===== config.mk =====
export PLATFORM = sky130hd
export DESIGN_NAME = source_text_tokenizer
export DESIGN_NICKNAME = d
export VERILOG_FILES = /design/src/sv/stt_pkg.sv /design/src/sv/stt_scan.sv /design/src/sv/stt_rq.sv /design/src/sv/source_text_tokenizer.sv
export SDC_FILE = /design/constraint.sdc
export NUM_CORES = 1
export LEC_CHECK = 0
export ABC_AREA = 1
export BUFFER_PORTS_ARGS = -buffer_cell sky130_fd_sc_hd__buf_4
export CAP_MARGIN = 25
export CORE_UTILIZATION = 30
export DETAILED_ROUTE_END_ITERATION = 8
export SYNTH_ARGS = -nofsm -noshare
export SYNTH_HDL_FRONTEND = slang
export SYNTH_SLANG_ARGS = --single-unit

===== constraint.sdc =====
create_clock -name clk -period 5.3 [get_ports clk]
set_input_delay 0.53 -clock clk [delete_from_list [all_inputs] [get_ports clk]]
set_output_delay 0.53 -clock clk [all_outputs]
set_load 0.05 [all_outputs]

===== src/sv/stt_pkg.sv =====
`timescale 1ns / 1ps
// ---------------------------------------------------------------------------
// stt_pkg
// Shared types, character codes and helpers of the source text tokenizer.
// ---------------------------------------------------------------------------
package stt_pkg;

  localparam int LINE_NUM_W = 24;
  localparam int RQ_DEPTH   = 4;
  localparam int RQ_PTR_W   = 2;
  localparam int RQ_CNT_W   = 3;
  localparam int MAX_RES    = 3;

  localparam logic [1:0] KIND_DATA  = 2'd0;
  localparam logic [1:0] KIND_TOKEN = 2'd1;
  localparam logic [1:0] KIND_ERROR = 2'd2;

  localparam logic [3:0] TOK_DONE    = 4'd0;
  localparam logic [3:0] TOK_TERM    = 4'd1;
  localparam logic [3:0] TOK_OPEN    = 4'd2;
  localparam logic [3:0] TOK_CLOSE   = 4'd3;
  localparam logic [3:0] TOK_COLON   = 4'd4;
  localparam logic [3:0] TOK_DCOLON  = 4'd5;
  localparam logic [3:0] TOK_EQUAL   = 4'd6;
  localparam logic [3:0] TOK_FATARR  = 4'd7;
  localparam logic [3:0] TOK_ARROW   = 4'd8;
  localparam logic [3:0] TOK_DOLLAR  = 4'd9;
  localparam logic [3:0] TOK_PERCENT = 4'd10;
  localparam logic [3:0] TOK_AMP     = 4'd11;
  localparam logic [3:0] TOK_DECLARE = 4'd12;
  localparam logic [3:0] TOK_STRING  = 4'd13;
  localparam logic [3:0] TOK_NATURAL = 4'd14;
  localparam logic [3:0] TOK_IDENT   = 4'd15;

  localparam logic [2:0] ERR_NONE     = 3'd0;
  localparam logic [2:0] ERR_UNEXP    = 3'd1;
  localparam logic [2:0] ERR_ESCAPE   = 3'd2;
  localparam logic [2:0] ERR_OPEN_STR = 3'd3;
  localparam logic [2:0] ERR_OPEN_COM = 3'd4;

  localparam logic [7:0] CH_NUL    = 8'h00;
  localparam logic [7:0] CH_TAB    = 8'h09;
  localparam logic [7:0] CH_LF     = 8'h0A;
  localparam logic [7:0] CH_CR     = 8'h0D;
  localparam logic [7:0] CH_SPACE  = 8'h20;
  localparam logic [7:0] CH_QUOTE  = 8'h22;
  localparam logic [7:0] CH_HASH   = 8'h23;
  localparam logic [7:0] CH_DOLLAR = 8'h24;
  localparam logic [7:0] CH_PCT    = 8'h25;
  localparam logic [7:0] CH_AMP    = 8'h26;
  localparam logic [7:0] CH_LPAR   = 8'h28;
  localparam logic [7:0] CH_RPAR   = 8'h29;
  localparam logic [7:0] CH_STAR   = 8'h2A;
  localparam logic [7:0] CH_DASH   = 8'h2D;
  localparam logic [7:0] CH_SLASH  = 8'h2F;
  localparam logic [7:0] CH_ZERO   = 8'h30;
  localparam logic [7:0] CH_NINE   = 8'h39;
  localparam logic [7:0] CH_COLON  = 8'h3A;
  localparam logic [7:0] CH_SEMI   = 8'h3B;
  localparam logic [7:0] CH_EQUAL  = 8'h3D;
  localparam logic [7:0] CH_GT     = 8'h3E;
  localparam logic [7:0] CH_BSLASH = 8'h5C;
  localparam logic [7:0] CH_LOW_N  = 8'h6E;
  localparam logic [7:0] CH_LOW_R  = 8'h72;
  localparam logic [7:0] CH_LOW_T  = 8'h74;

  localparam logic [2:0] KW_LEN_M1 = 3'd6;

  typedef struct packed {
    logic [1:0]            kind;
    logic [3:0]            ttype;
    logic [7:0]            data;
    logic                  ovf;
    logic [2:0]            err;
    logic [LINE_NUM_W-1:0] line;
    logic                  last;
  } res_t;

  function automatic logic [7:0] kw_char(input logic [2:0] idx);
    logic [7:0] ch;
    case (idx)
      3'd0: ch = 8'h64;
      3'd1: ch = 8'h65;
      3'd2: ch = 8'h63;
      3'd3: ch = 8'h6C;
      3'd4: ch = 8'h61;
      3'd5: ch = 8'h72;
      3'd6: ch = 8'h65;
      default: ch = CH_NUL;
    endcase
    return ch;
  endfunction

  function automatic logic restricted(input logic [7:0] c);
    return c == CH_SPACE || c == CH_CR || c == CH_LF || c == CH_TAB ||
           c == CH_SLASH || c == CH_LPAR || c == CH_RPAR || c == CH_SEMI ||
           c == CH_DASH || c == CH_DOLLAR || c == CH_PCT || c == CH_EQUAL ||
           c == CH_COLON || c == CH_AMP || c == CH_HASH || c == CH_NUL;
  endfunction

  function automatic res_t mk_res(input logic [1:0] kind, input logic [3:0] ttype,
                                  input logic [7:0] data, input logic [2:0] err,
                                  input logic [LINE_NUM_W-1:0] line);
    res_t r;
    r       = '0;
    r.kind  = kind;
    r.ttype = ttype;
    r.data  = data;
    r.err   = err;
    r.line  = line;
    return r;
  endfunction

endpackage


===== src/sv/stt_scan.sv =====
`timescale 1ns / 1ps
// ---------------------------------------------------------------------------
// stt_scan
// Scan state and per-byte result generation (up to three results a byte).
// ---------------------------------------------------------------------------
module stt_scan import stt_pkg::*; #(
  parameter int NATURAL_WIDTH = 64,
  parameter int LINE_WIDTH    = 24
) (
  input  logic                     clk,
  input  logic                     rst_n,
  input  logic                     take,
  input  logic [7:0]               char_byte,
  output logic [1:0]               push_cnt,
  output res_t                     push_res [MAX_RES],
  output logic [NATURAL_WIDTH-1:0] push_val [MAX_RES]
);

  typedef enum logic [3:0] {
    M_IDLE, M_COLON, M_EQUAL, M_DASH, M_HASH, M_STRING, M_ESCAPE, M_SLASH,
    M_LINECOM, M_BLOCKCOM, M_BLOCKSTAR, M_NATURAL, M_IDENT
  } mode_t;

  mode_t                    mode_r, mode_nxt;
  logic [2:0]               kw_r, kw_nxt;
  logic [NATURAL_WIDTH-1:0] acc_r, acc_nxt;
  logic                     ovf_r, ovf_nxt;
  logic [LINE_WIDTH-1:0]    line_r, line_nxt;

  logic [LINE_WIDTH-1:0]    line_inc;
  logic [LINE_WIDTH-1:0]    line_inc2;
  logic [LINE_NUM_W-1:0]    ln_old, ln_new;
  logic [NATURAL_WIDTH+3:0] acc_ext, acc_mul;
  logic [3:0]               digit;
  logic                     is_digit;

  assign line_inc  = (line_r == '1) ? line_r : line_r + 1'b1;
  assign line_inc2 = (line_inc == '1) ? line_inc : line_inc + 1'b1;
  assign ln_old    = LINE_NUM_W'(line_inc);
  assign ln_new    = LINE_NUM_W'(line_inc2);
  assign digit     = char_byte[3:0];
  assign is_digit  = char_byte >= CH_ZERO && char_byte <= CH_NINE;
  assign acc_ext   = (NATURAL_WIDTH+4)'(acc_r);
  assign acc_mul   = (acc_ext << 3) + (acc_ext << 1) + (NATURAL_WIDTH+4)'(digit);

  always_comb begin
    res_t                  r [MAX_RES];
    logic [NATURAL_WIDTH-1:0] v [MAX_RES];
    logic [1:0]            n;
    logic                  do_idle;
    logic                  do_ident;
    logic [LINE_NUM_W-1:0] ln;
    logic [7:0]            esc;

    mode_nxt = mode_r;
    kw_nxt   = kw_r;
    acc_nxt  = acc_r;
    ovf_nxt  = ovf_r;
    line_nxt = line_r;
    for (int i = 0; i < MAX_RES; i++) begin
      r[i] = '0;
      v[i] = '0;
    end
    n        = 2'd0;
    do_idle  = 1'b0;
    do_ident = 1'b0;
    ln       = ln_old;
    esc      = CH_NUL;

    if (take) begin
      if (char_byte == CH_NUL) begin
        case (mode_r)
          M_COLON: begin
            r[n] = mk_res(KIND_TOKEN, TOK_COLON, CH_NUL, ERR_NONE, ln); n = n + 2'd1;
          end
          M_EQUAL: begin
            r[n] = mk_res(KIND_TOKEN, TOK_EQUAL, CH_NUL, ERR_NONE, ln); n = n + 2'd1;
          end
          M_DASH, M_HASH: begin
            r[n] = mk_res(KIND_ERROR, TOK_DONE, CH_NUL, ERR_UNEXP, ln); n = n + 2'd1;
          end
          M_STRING, M_ESCAPE: begin
            r[n] = mk_res(KIND_ERROR, TOK_DONE, CH_NUL, ERR_OPEN_STR, ln); n = n + 2'd1;
          end
          M_SLASH: begin
            r[n] = mk_res(KIND_DATA, TOK_IDENT, CH_SLASH, ERR_NONE, ln); n = n + 2'd1;
            r[n] = mk_res(KIND_TOKEN, TOK_IDENT, CH_NUL, ERR_NONE, ln); n = n + 2'd1;
          end
          M_BLOCKCOM, M_BLOCKSTAR: begin
            r[n] = mk_res(KIND_ERROR, TOK_DONE, CH_NUL, ERR_OPEN_COM, ln); n = n + 2'd1;
          end
          M_NATURAL: begin
            r[n] = mk_res(KIND_TOKEN, TOK_NATURAL, CH_NUL, ERR_NONE, ln);
            r[n].ovf = ovf_r;
            v[n] = acc_r;
            n = n + 2'd1;
          end
          M_IDENT: begin
            r[n] = mk_res(KIND_TOKEN, TOK_IDENT, CH_NUL, ERR_NONE, ln); n = n + 2'd1;
          end
          default: begin
          end
        endcase
        r[n] = mk_res(KIND_TOKEN, TOK_DONE, CH_NUL, ERR_NONE, ln);
        n = n + 2'd1;
        mode_nxt = M_IDLE;
        kw_nxt   = '0;
        acc_nxt  = '0;
        ovf_nxt  = 1'b0;
        line_nxt = '0;
      end else begin
        case (mode_r)
          M_COLON: begin
            if (char_byte == CH_COLON) begin
              r[n] = mk_res(KIND_TOKEN, TOK_DCOLON, CH_NUL, ERR_NONE, ln); n = n + 2'd1;
              mode_nxt = M_IDLE;
            end else begin
              r[n] = mk_res(KIND_TOKEN, TOK_COLON, CH_NUL, ERR_NONE, ln); n = n + 2'd1;
              do_idle = 1'b1;
            end
          end
          M_EQUAL: begin
            if (char_byte == CH_GT) begin
              r[n] = mk_res(KIND_TOKEN, TOK_FATARR, CH_NUL, ERR_NONE, ln); n = n + 2'd1;
              mode_nxt = M_IDLE;
            end else begin
              r[n] = mk_res(KIND_TOKEN, TOK_EQUAL, CH_NUL, ERR_NONE, ln); n = n + 2'd1;
              do_idle = 1'b1;
            end
          end
          M_DASH: begin
            if (char_byte == CH_GT) begin
              r[n] = mk_res(KIND_TOKEN, TOK_ARROW, CH_NUL, ERR_NONE, ln); n = n + 2'd1;
              mode_nxt = M_IDLE;
            end else begin
              r[n] = mk_res(KIND_ERROR, TOK_DONE, CH_NUL, ERR_UNEXP, ln); n = n + 2'd1;
              do_idle = 1'b1;
            end
          end
          M_HASH: begin
            if (kw_r <= KW_LEN_M1 && char_byte == kw_char(kw_r)) begin
              if (kw_r == KW_LEN_M1) begin
                r[n] = mk_res(KIND_TOKEN, TOK_DECLARE, CH_NUL, ERR_NONE, ln);
                n = n + 2'd1;
                mode_nxt = M_IDLE;
                kw_nxt   = '0;
              end else begin
                kw_nxt = kw_r + 3'd1;
              end
            end else begin
              r[n] = mk_res(KIND_ERROR, TOK_DONE, CH_NUL, ERR_UNEXP, ln); n = n + 2'd1;
              mode_nxt = M_IDLE;
              kw_nxt   = '0;
            end
          end
          M_STRING: begin
            if (char_byte == CH_QUOTE) begin
              r[n] = mk_res(KIND_TOKEN, TOK_STRING, CH_NUL, ERR_NONE, ln); n = n + 2'd1;
              mode_nxt = M_IDLE;
            end else if (char_byte == CH_BSLASH) begin
              mode_nxt = M_ESCAPE;
            end else begin
              if (char_byte == CH_LF) begin
                line_nxt = line_inc;
                ln       = ln_new;
              end
              r[n] = mk_res(KIND_DATA, TOK_STRING, char_byte, ERR_NONE, ln); n = n + 2'd1;
            end
          end
          M_ESCAPE: begin
            case (char_byte)
              CH_BSLASH: esc = CH_BSLASH;
              CH_LOW_N:  esc = CH_LF;
              CH_LOW_R:  esc = CH_CR;
              CH_QUOTE:  esc = CH_QUOTE;
              CH_LOW_T:  esc = CH_TAB;
              default:   esc = CH_NUL;
            endcase
            if (esc != CH_NUL) begin
              r[n] = mk_res(KIND_DATA, TOK_STRING, esc, ERR_NONE, ln); n = n + 2'd1;
              mode_nxt = M_STRING;
            end else begin
              r[n] = mk_res(KIND_ERROR, TOK_DONE, CH_NUL, ERR_ESCAPE, ln); n = n + 2'd1;
              mode_nxt = M_IDLE;
            end
          end
          M_SLASH: begin
            if (char_byte == CH_SLASH) begin
              mode_nxt = M_LINECOM;
            end else if (char_byte == CH_STAR) begin
              mode_nxt = M_BLOCKCOM;
            end else begin
              r[n] = mk_res(KIND_DATA, TOK_IDENT, CH_SLASH, ERR_NONE, ln); n = n + 2'd1;
              do_ident = 1'b1;
            end
          end
          M_LINECOM: begin
            if (char_byte == CH_LF) begin
              line_nxt = line_inc;
              mode_nxt = M_IDLE;
            end
          end
          M_BLOCKCOM: begin
            if (char_byte == CH_STAR) mode_nxt = M_BLOCKSTAR;
          end
          M_BLOCKSTAR: begin
            if (char_byte == CH_SLASH) mode_nxt = M_IDLE;
            else if (char_byte != CH_STAR) mode_nxt = M_BLOCKCOM;
          end
          M_NATURAL: begin
            if (is_digit) begin
              if (ovf_r || acc_mul[NATURAL_WIDTH+3:NATURAL_WIDTH] != 4'd0) begin
                acc_nxt = '1;
                ovf_nxt = 1'b1;
              end else begin
                acc_nxt = acc_mul[NATURAL_WIDTH-1:0];
              end
            end else begin
              r[n] = mk_res(KIND_TOKEN, TOK_NATURAL, CH_NUL, ERR_NONE, ln);
              r[n].ovf = ovf_r;
              v[n] = acc_r;
              n = n + 2'd1;
              do_idle = 1'b1;
            end
          end
          M_IDENT: do_ident = 1'b1;
          default: do_idle = 1'b1;
        endcase

        if (do_ident) begin
          if (restricted(char_byte)) begin
            r[n] = mk_res(KIND_TOKEN, TOK_IDENT, CH_NUL, ERR_NONE, ln); n = n + 2'd1;
            do_idle = 1'b1;
          end else begin
            r[n] = mk_res(KIND_DATA, TOK_IDENT, char_byte, ERR_NONE, ln); n = n + 2'd1;
            mode_nxt = M_IDENT;
          end
        end

        if (do_idle) begin
          mode_nxt = M_IDLE;
          case (char_byte)
            CH_LF: line_nxt = line_inc;
            CH_TAB, CH_SPACE, CH_CR: begin
            end
            CH_SEMI: begin
              r[n] = mk_res(KIND_TOKEN, TOK_TERM, CH_NUL, ERR_NONE, ln); n = n + 2'd1;
            end
            CH_LPAR: begin
              r[n] = mk_res(KIND_TOKEN, TOK_OPEN, CH_NUL, ERR_NONE, ln); n = n + 2'd1;
            end
            CH_RPAR: begin
              r[n] = mk_res(KIND_TOKEN, TOK_CLOSE, CH_NUL, ERR_NONE, ln); n = n + 2'd1;
            end
            CH_DOLLAR: begin
              r[n] = mk_res(KIND_TOKEN, TOK_DOLLAR, CH_NUL, ERR_NONE, ln); n = n + 2'd1;
            end
            CH_PCT: begin
              r[n] = mk_res(KIND_TOKEN, TOK_PERCENT, CH_NUL, ERR_NONE, ln); n = n + 2'd1;
            end
            CH_AMP: begin
              r[n] = mk_res(KIND_TOKEN, TOK_AMP, CH_NUL, ERR_NONE, ln); n = n + 2'd1;
            end
            CH_COLON: mode_nxt = M_COLON;
            CH_EQUAL: mode_nxt = M_EQUAL;
            CH_DASH:  mode_nxt = M_DASH;
            CH_HASH: begin
              mode_nxt = M_HASH;
              kw_nxt   = '0;
            end
            CH_QUOTE: mode_nxt = M_STRING;
            CH_SLASH: mode_nxt = M_SLASH;
            default: begin
              if (is_digit) begin
                acc_nxt  = NATURAL_WIDTH'(digit);
                ovf_nxt  = 1'b0;
                mode_nxt = M_NATURAL;
              end else begin
                r[n] = mk_res(KIND_DATA, TOK_IDENT, char_byte, ERR_NONE, ln);
                n = n + 2'd1;
                mode_nxt = M_IDENT;
              end
            end
          endcase
        end
      end
      if (n != 2'd0) r[n - 2'd1].last = 1'b1;
    end

    push_cnt = n;
    for (int i = 0; i < MAX_RES; i++) begin
      push_res[i] = r[i];
      push_val[i] = v[i];
    end
  end

  always_ff @(posedge clk) begin
    if (!rst_n) begin
      mode_r <= M_IDLE;
      kw_r   <= '0;
      acc_r  <= '0;
      ovf_r  <= 1'b0;
      line_r <= '0;
    end else begin
      mode_r <= mode_nxt;
      kw_r   <= kw_nxt;
      acc_r  <= acc_nxt;
      ovf_r  <= ovf_nxt;
      line_r <= line_nxt;
    end
  end

endmodule


===== src/sv/stt_rq.sv =====
`timescale 1ns / 1ps
// ---------------------------------------------------------------------------
// stt_rq
// Result queue: takes up to three results a cycle, hands out one a cycle while out_ready is high.
// ---------------------------------------------------------------------------
module stt_rq import stt_pkg::*; #(
  parameter int NATURAL_WIDTH = 64
) (
  input  logic                     clk,
  input  logic                     rst_n,
  input  logic [1:0]               push_cnt,
  input  res_t                     push_res [MAX_RES],
  input  logic [NATURAL_WIDTH-1:0] push_val [MAX_RES],
  output logic                     room,
  output logic                     out_valid,
  input  logic                     out_ready,
  output res_t                     head_res,
  output logic [NATURAL_WIDTH-1:0] head_val
);

  res_t                     q_r [RQ_DEPTH];
  logic [NATURAL_WIDTH-1:0] qv_r [RQ_DEPTH];
  logic [RQ_PTR_W-1:0]      wp_r, rp_r;
  logic [RQ_CNT_W-1:0]      cnt_r, cnt_nxt;
  logic                     pop;

  assign out_valid = cnt_r != '0;
  assign pop       = out_valid && out_ready;
  assign room      = cnt_r <= RQ_CNT_W'(RQ_DEPTH - MAX_RES);
  assign head_res  = q_r[rp_r];
  assign head_val  = qv_r[rp_r];
  assign cnt_nxt   = cnt_r + RQ_CNT_W'(push_cnt) - RQ_CNT_W'(pop);

  always_ff @(posedge clk) begin
    if (!rst_n) begin
      wp_r  <= '0;
      rp_r  <= '0;
      cnt_r <= '0;
    end else begin
      wp_r  <= wp_r + RQ_PTR_W'(push_cnt);
      rp_r  <= rp_r + RQ_PTR_W'(pop);
      cnt_r <= cnt_nxt;
    end
  end

  always_ff @(posedge clk) begin
    for (int i = 0; i < MAX_RES; i++) begin
      if (2'(i) < push_cnt) begin
        q_r[wp_r + RQ_PTR_W'(i)]  <= push_res[i];
        qv_r[wp_r + RQ_PTR_W'(i)] <= push_val[i];
      end
    end
  end

endmodule


===== src/sv/source_text_tokenizer.sv =====
`timescale 1ns / 1ps
// ---------------------------------------------------------------------------
// source_text_tokenizer
// Byte-serial tokenizer: one source byte per request, results one per cycle while out_ready is high.
// ---------------------------------------------------------------------------
// Each accepted byte is scanned in the cycle it arrives and produces zero to
// three results, which go into a four-entry result queue. A byte is taken
// whenever the queue holds at most one result, so one byte per cycle is
// sustained while each byte yields at most one result and the result port is
// ready; the result port, at one result per cycle, sets the rate otherwise.
module source_text_tokenizer import stt_pkg::*; #(
  parameter int NATURAL_WIDTH = 64,
  parameter int LINE_WIDTH    = 24
) (
  input  logic                     clk,
  input  logic                     rst_n,
  input  logic                     in_valid,
  output logic                     in_ready,
  input  logic [7:0]               in_char_byte,
  output logic                     out_valid,
  input  logic                     out_ready,
  output logic [1:0]               out_result_kind,
  output logic [3:0]               out_token_type,
  output logic [7:0]               out_data_byte,
  output logic [NATURAL_WIDTH-1:0] out_natural_value,
  output logic                     out_natural_overflow,
  output logic [2:0]               out_error_code,
  output logic [LINE_NUM_W-1:0]    out_line_number,
  output logic                     out_last_of_run
);

  logic [1:0]               push_cnt;
  res_t                     push_res [MAX_RES];
  logic [NATURAL_WIDTH-1:0] push_val [MAX_RES];
  res_t                     head_res;
  logic                     room;

  assign in_ready = room;

  stt_scan #(
    .NATURAL_WIDTH(NATURAL_WIDTH),
    .LINE_WIDTH   (LINE_WIDTH)
  ) u_scan (
    .clk      (clk),
    .rst_n    (rst_n),
    .take     (in_valid && room),
    .char_byte(in_char_byte),
    .push_cnt (push_cnt),
    .push_res (push_res),
    .push_val (push_val)
  );

  stt_rq #(
    .NATURAL_WIDTH(NATURAL_WIDTH)
  ) u_rq (
    .clk      (clk),
    .rst_n    (rst_n),
    .push_cnt (push_cnt),
    .push_res (push_res),
    .push_val (push_val),
    .room     (room),
    .out_valid(out_valid),
    .out_ready(out_ready),
    .head_res (head_res),
    .head_val (out_natural_value)
  );

  assign out_result_kind      = head_res.kind;
  assign out_token_type       = head_res.ttype;
  assign out_data_byte        = head_res.data;
  assign out_natural_overflow = head_res.ovf;
  assign out_error_code       = head_res.err;
  assign out_line_number      = head_res.line;
  assign out_last_of_run      = head_res.last;

endmodule


-- After elaboration in Yosys (flattened, before gate mapping)
Memories as Yosys holds them, arrays and structs flattened. A register that Yosys moved wholly into a read port is not among the register bits.
Cells that the tools add are included.
- input port bits: 12
- output and inout bits: 109
- memories kept: 2
- RAM bits: 428
- register bits: 103
- logic and storage cells: 291
- bitwise logic cells: 4
- eq/ne operators: 44
- muxes and demuxes: 161
- add/subtract/negate cells: 15
- reduce and logical (&&, ||, !) cells: 42
- order comparisons: 15
- memory list (memory ; depth ; bits a word ; rd ports ; clocked after Yosys merged registers in ; wr ports ; line ; RTL):
    u_rq.qv_r ; 4 ; 64 ; 1 ; 1 ; 3 ; stt_rq.sv:22 ; logic [NATURAL_WIDTH-1:0] qv_r [RQ_DEPTH];
    u_rq.q_r ; 4 ; 43 ; 1 ; 1 ; 3 ; stt_rq.sv:21 ; res_t q_r [RQ_DEPTH];
- operators by type and width (kind ; number):
    bitwise mux 129 bit ; 11
    2-to-1 mux 129 bit ; 10
    one-hot mux 129 bit (7 select lines) ; 1
    2-to-1 mux 64 bit ; 12
    one-hot mux 43 bit (8 select lines) ; 2
    2-to-1 mux 43 bit ; 14
    demux 43 bit (select 2 bit) ; 4
    2-to-1 mux 24 bit ; 14
    2-to-1 mux 42 bit ; 3
    == test 8 x 6 -> 1 bit (second input constant) ; 15
    2-to-1 mux 41 bit ; 2
    2-to-1 mux 38 bit ; 2
    adder 67 x 65 -> 68 bit ; 1
    adder 68 x 4 -> 68 bit ; 1
    2-to-1 mux 4 bit ; 16
    adder 24 x 1 -> 24 bit (second input constant) ; 2
    == test 24 bit (second input constant) ; 2
    2-to-1 mux 8 bit ; 6
    one-hot mux 24 bit (2 select lines) ; 1
    one-hot mux 7 bit (6 select lines) ; 1
    one-hot mux 4 bit (9 select lines) ; 1
    one-hot mux 7 bit (5 select lines) ; 1
    == test 8 x 7 -> 1 bit (second input constant) ; 4
    2-to-1 mux 2 bit ; 16
    48 further kinds ; 139

-- Depth between registers and ports, before layout
- depth in word-level cells: 32
- mapped depth: 28

-- Cells and area by module
A second synthesis with hierarchy kept.
- cell total of the unflattened synthesis: 6752
- area, all modules: 44348.8 sq um
- by module, submodules not included (module ; instances ; area each (sq um) ; seq. area each (sq um) ; cells an instance):
    stt_rq ; 1 ; 25951.1 ; 12992.5 ; 3430
    stt_scan ; 1 ; 18390.1 ; 1921.8 ; 3320
    source_text_tokenizer ; 1 ; 7.5 ; 0.0 ; 2

-- Least setup slack after synthesis
No wires, ideal clock.
- kind: input to register
- start point: in in_char_byte[0]
- end point: mem u_rq.q_r[0][0] (netlist bit) (enable)
- path buffers: 6
- cell stages on the path: 26
- data arrival time: 4431 ps
- data required time: 4899 ps
- library setup time: 401 ps
- path slack: 468 ps
- cell sequence: buf_2 buf_2 xor2_1 nand2_1 nand2_1 nor2_1 nand3_1 nor2_1 nand3b_1 o21ai_0 nand2_1 clkbuf_1 ha_1 clkbuf_1 inv_1 nand3_2 nand2_1 inv_1 nand2_4 nand2_8 nand3_4 inv_2 nor2_4 buf_4 buf_4 nand2_1
- RTL lines (element ; line ; RTL):
    start: declaration ; source_text_tokenizer.sv:19 ; input logic [7:0] in_char_byte,
    end: declaration ; stt_rq.sv:21 ;

==> impl_metrics.env <==
export IMPL_core_area_mm2=0.1225
export IMPL_maxCapViolCount=0
export IMPL_syn_nets=5757
export IMPL_drive_gt1_share_pct=7.999
export IMPL_grt_pass1_wl_um=216000
export IMPL_hold_violations=0
export IMPL_skew_ps=36.63
export IMPL_fillers=13189
export IMPL_path_clk_slew_ps=60
export IMPL_holdPathStages=3
export IMPL_numCtsBuffers=69
export IMPL_cts_hold_buf=0
export IMPL_crit_family="simple AND/OR/NAND/NOR gates"
export IMPL_setup_violations_final=0
export IMPL_gp_congestion=0.9659
export IMPL_synth_edff_count=172
export IMPL_slew_viol_final=0
export IMPL_hp_class="in -> reg"
export IMPL_die_area_mm2=0.1256
export IMPL_critPathCaptureType="flip-flop"
export IMPL_worstReg2RegStart="u_scan.kw_r[0]"
export IMPL_grt_busiest_layer="met2"
export IMPL_synth_adder_area_share_pct=4.862
export IMPL_setup_tns_ps=0
export IMPL_synth_cell_types=59
export IMPL_fin_crit_sh_pct=87.55
export IMPL_synthFlopType="dfxtp_1"
export IMPL_fp_row_count=128
export IMPL_drt_first_iter_violations=3926
export IMPL_grt_util_met3_pct=3.003
export IMPL_drt_vias_per_instance=5.452
export IMPL_comb_power_share_pct=50.3
export IMPL_cpMaxStageDelayCell="inv_4"
export IMPL_p_switching_uw=9840
export IMPL_grtUsageMet1_pct=29.06
export IMPL_timing_hold_ws_ps=214.0
export IMPL_cts_tree="yes"
export IMPL_seq_area_frac_synth_pct=33.14
export IMPL_p_clk_share_pct=23.6
export IMPL_hpwl_um=91580
export IMPL_synth_top_family_by_area="simple AND/OR/NAND/NOR gates"
export IMPL_async_flop_share_pct=0
export IMPL_path_class="reg -> reg"
export IMPL_area_growth_pct=12.29
export IMPL_cpPeakStageDelay_ps=520
export IMPL_drc=0
export IMPL_synth_top_area_share_pct=19.28
export IMPL_synth_xor_area_share_pct=1.716
export IMPL_synth_seq_cells=531
export IMPL_min_period_ps=4640
export IMPL_reg2reg_to="u_rq.q_r[2][20]"
export IMPL_cts_resized=0
export IMPL_first_pass_iters=8
export IMPL_gr_total_overflow=0
export IMPL_internal_power_uw=10030
export IMPL_tightest_slew_ps=1009
export IMPL_first_global_vias=37101
export IMPL_ir_worst_vdd_mv=0.4480
export IMPL_fmax_mhz=215.5
export IMPL_yosysWarnings=0
export IMPL_gr_usage_all_layers_pct=21.41
export IMPL_p_seq_share_pct=26.2
export IMPL_wl_per_cell_um=19.29
export IMPL_insertion_delay_ps=660
export IMPL_cellPowerDensity_mw_per_mm2=474.8
export IMPL_cts_sinks=531
export IMPL_syn_area_per_cell_um2=6.652
export IMPL_vias=39334
export IMPL_r2r_slack_ps=660
export IMPL_hp_start="rst_n"
export IMPL_met2_usage_pct=34.82
export IMPL_synthesis_area_mm2=0.03727
export IMPL_max_slew_margin_rel_pct=32.12
export IMPL_root_buffer="clkbuf_16"
export IMPL_die_w_um=354.5
export IMPL_worst_endpoint_required_ps=5620
export IMPL_synth_compound_area_share_pct=18.62
export IMPL_cts_max_level=3
export IMPL_antenna_found_initial=6
export IMPL_io_buffers=120
export IMPL_ys_top_cells_by_count="1242 x nand2_1, 722 x nand3_1, 592 x nor2_1, 572 x a21oi_1, 410 x inv_1"
export IMPL_synth_largest_area_cell="dfxtp_1"
export IMPL_cpMostUsedCell="nand2_1"
export IMPL_netSwitchingFraction_pct=49.52
export IMPL_final_nets=5692
export IMPL_synth_simple_area_share_pct=32.66
export IMPL_worstHoldEndpoint="u_rq.rp_r[0]"
export IMPL_p_leak_uw=0.01687
export IMPL_cp_depth=25
export IMPL_grt_max_degree=179
export IMPL_arrival_ps=4960
export IMPL_wl_um=139200
export IMPL_synthCells=5602
export IMPL_reg2reg_depth=25
export IMPL_post_cts_buffers=0
export IMPL_path_max_fanout=38
export IMPL_rsz0062_at_grt="no"
export IMPL_critPathLaunchType="flip-flop"
export IMPL_cts_path_max_buffers=3
export IMPL_antenna_left=0
export IMPL_die_h_um=354.5
export IMPL_yosysMostFrequentCell="nand2_1"
export IMPL_outcome="complete, no violations"
export IMPL_ios=121
export IMPL_start_util_pct=30.42
export IMPL_muxShareOfSynthArea_pct=0
export IMPL_synth_area_leaders="dfxtp_1 19%, edfxtp_1 14%, nand2_1 13%, nand3_1 9.7%, a21oi_1 7.7%"
export IMPL_path_buf_inv=5
-- registers in the layout, summed over array words and instances (netlist names) --
register and cells:
u_rq.wp_r 2, u_scan.kw_r 3, u_scan.acc_r 64, u_scan.line_r 24, u_rq.cnt_r 3, u_rq.rp_r 2
u_rq.qv_r 256, u_rq.q_r 172, u_scan.mode_r 4, u_scan.ovf_r 1
-- worst reg2reg max path: stages (launching register included) --
cell and delay (ps):
dfxtp_1 430, nand2_1 130, inv_1 70, ha_1 150, nor2_1 50, a21oi_1 180
xor2_1 160, nor2_1 60, nand3b_1 170, o21ai_0 180, nand2_1 190, buf_4 260
inv_1 120, ha_1 220, nand2_1 90, o21ai_0 80, nand2_1 100, nand2_1 80
nand3_2 80, nand2_4 80, nand2_8 110, nand3_4 160, inv_4 520, nor2_8 100
nand2_2 190, buf_12 300
-- final cells by class --
class / count / area, um^2 / share of cell area [%]
Multi-Input combinational cell: 4280 / 21640 / 51.71
Inverter: 448 / 1705 / 4.075
Clock inverter: 25 / 280.3 / 0.6697
Tap cell: 1625 / 2033 / 4.858
Clock buffer: 97 / 1932 / 4.616
Timing Repair Buffer: 207 / 1897 / 4.533
Sequential cell: 531 / 12360 / 29.53
Antenna cell: 1 / 2.502 / 0.005980
-- cell usage in the layout (no fill, tap or decap), types with 49 or more instances in the layout --
cell type and n:
nand2_1 1234, nand3_1 722, nor2_1 588, a21oi_1 572, inv_1 406, o21ai_0 397
dfxtp_1 357, buf_4 179, edfxtp_1 172, ha_1 140, o22ai_1 119, nor3_1 72
clkbuf_16 69, xor2_1 49, o211ai_1 49
-- cells by family after synthesis --
logic type / after synthesis
and+or+nand+nor: 2792
AOI/OAI and AO/OA: 1272
buffers and inverters: 791
DFF: 531
adders and majority gates: 143
xor gates and xnor gates: 73
-- power groups by stage --
stage / clock network (uW) / logic (uW) / registers, uW
2_1_floorplan: 0 / 6650 / 5220
3_3_place_gp: 0 / 9810 / 5270
3_5_place_dp: 0 / 9840 / 5280
4_1_cts: 4770 / 9860 / 5190
5_1_grt: 4920 / 10500 / 5250
6_report: 4680 / 9990 / 5200
-- worst max-delay path by stage --
stage | from | slack, ps | to
2_1_floorplan | in_char_byte[0] | 470 | u_rq.q_r[0][0]
3_3_place_gp | in_char_byte[0] | 720 | u_rq.q_r[2][18]
3_5_place_dp | in_char_byte[1] | 680 | u_rq.q_r[2][21]
4_1_cts | u_scan.kw_r[0] | 710 | u_rq.q_r[2][41]
5_1_grt | u_scan.kw_r[2] | 250 | u_rq.qv_r[0][21]
6_report | u_scan.kw_r[0] | 660 | u_rq.q_r[2][20]
-- layer usage --
layer	up-vias	part of all wire, %
met5	-	0.041
met4	8	2.5
met3	269	7.4
met2	1601	46
met1	18565	44
li1	18891	-
-- through the flow --
| stage | total power (uW) | instances | setup slack (ps) | utilization (%) | area [um^2] |
|---|---|---|---|---|---|
| 3_3_place_gp | 15080 | 7089 | 725.0 | 32.32 | 39600 |
| 4_1_cts | 19820 | 7211 | 712.4 | 34.13 | 41810 |
| 3_5_place_dp | 15120 | 7089 | 675.4 | 32.32 | 39600 |
| 2_1_floorplan | 11870 | 5602 | 468.0 | - | 37270 |
| 6_report | 19870 | 7214 | 659.9 | 34.16 | 41850 |
| 5_1_grt | 20710 | 7213 | 248.7 | 34.16 | 41850 |
(Power assumes the default switching activity.)
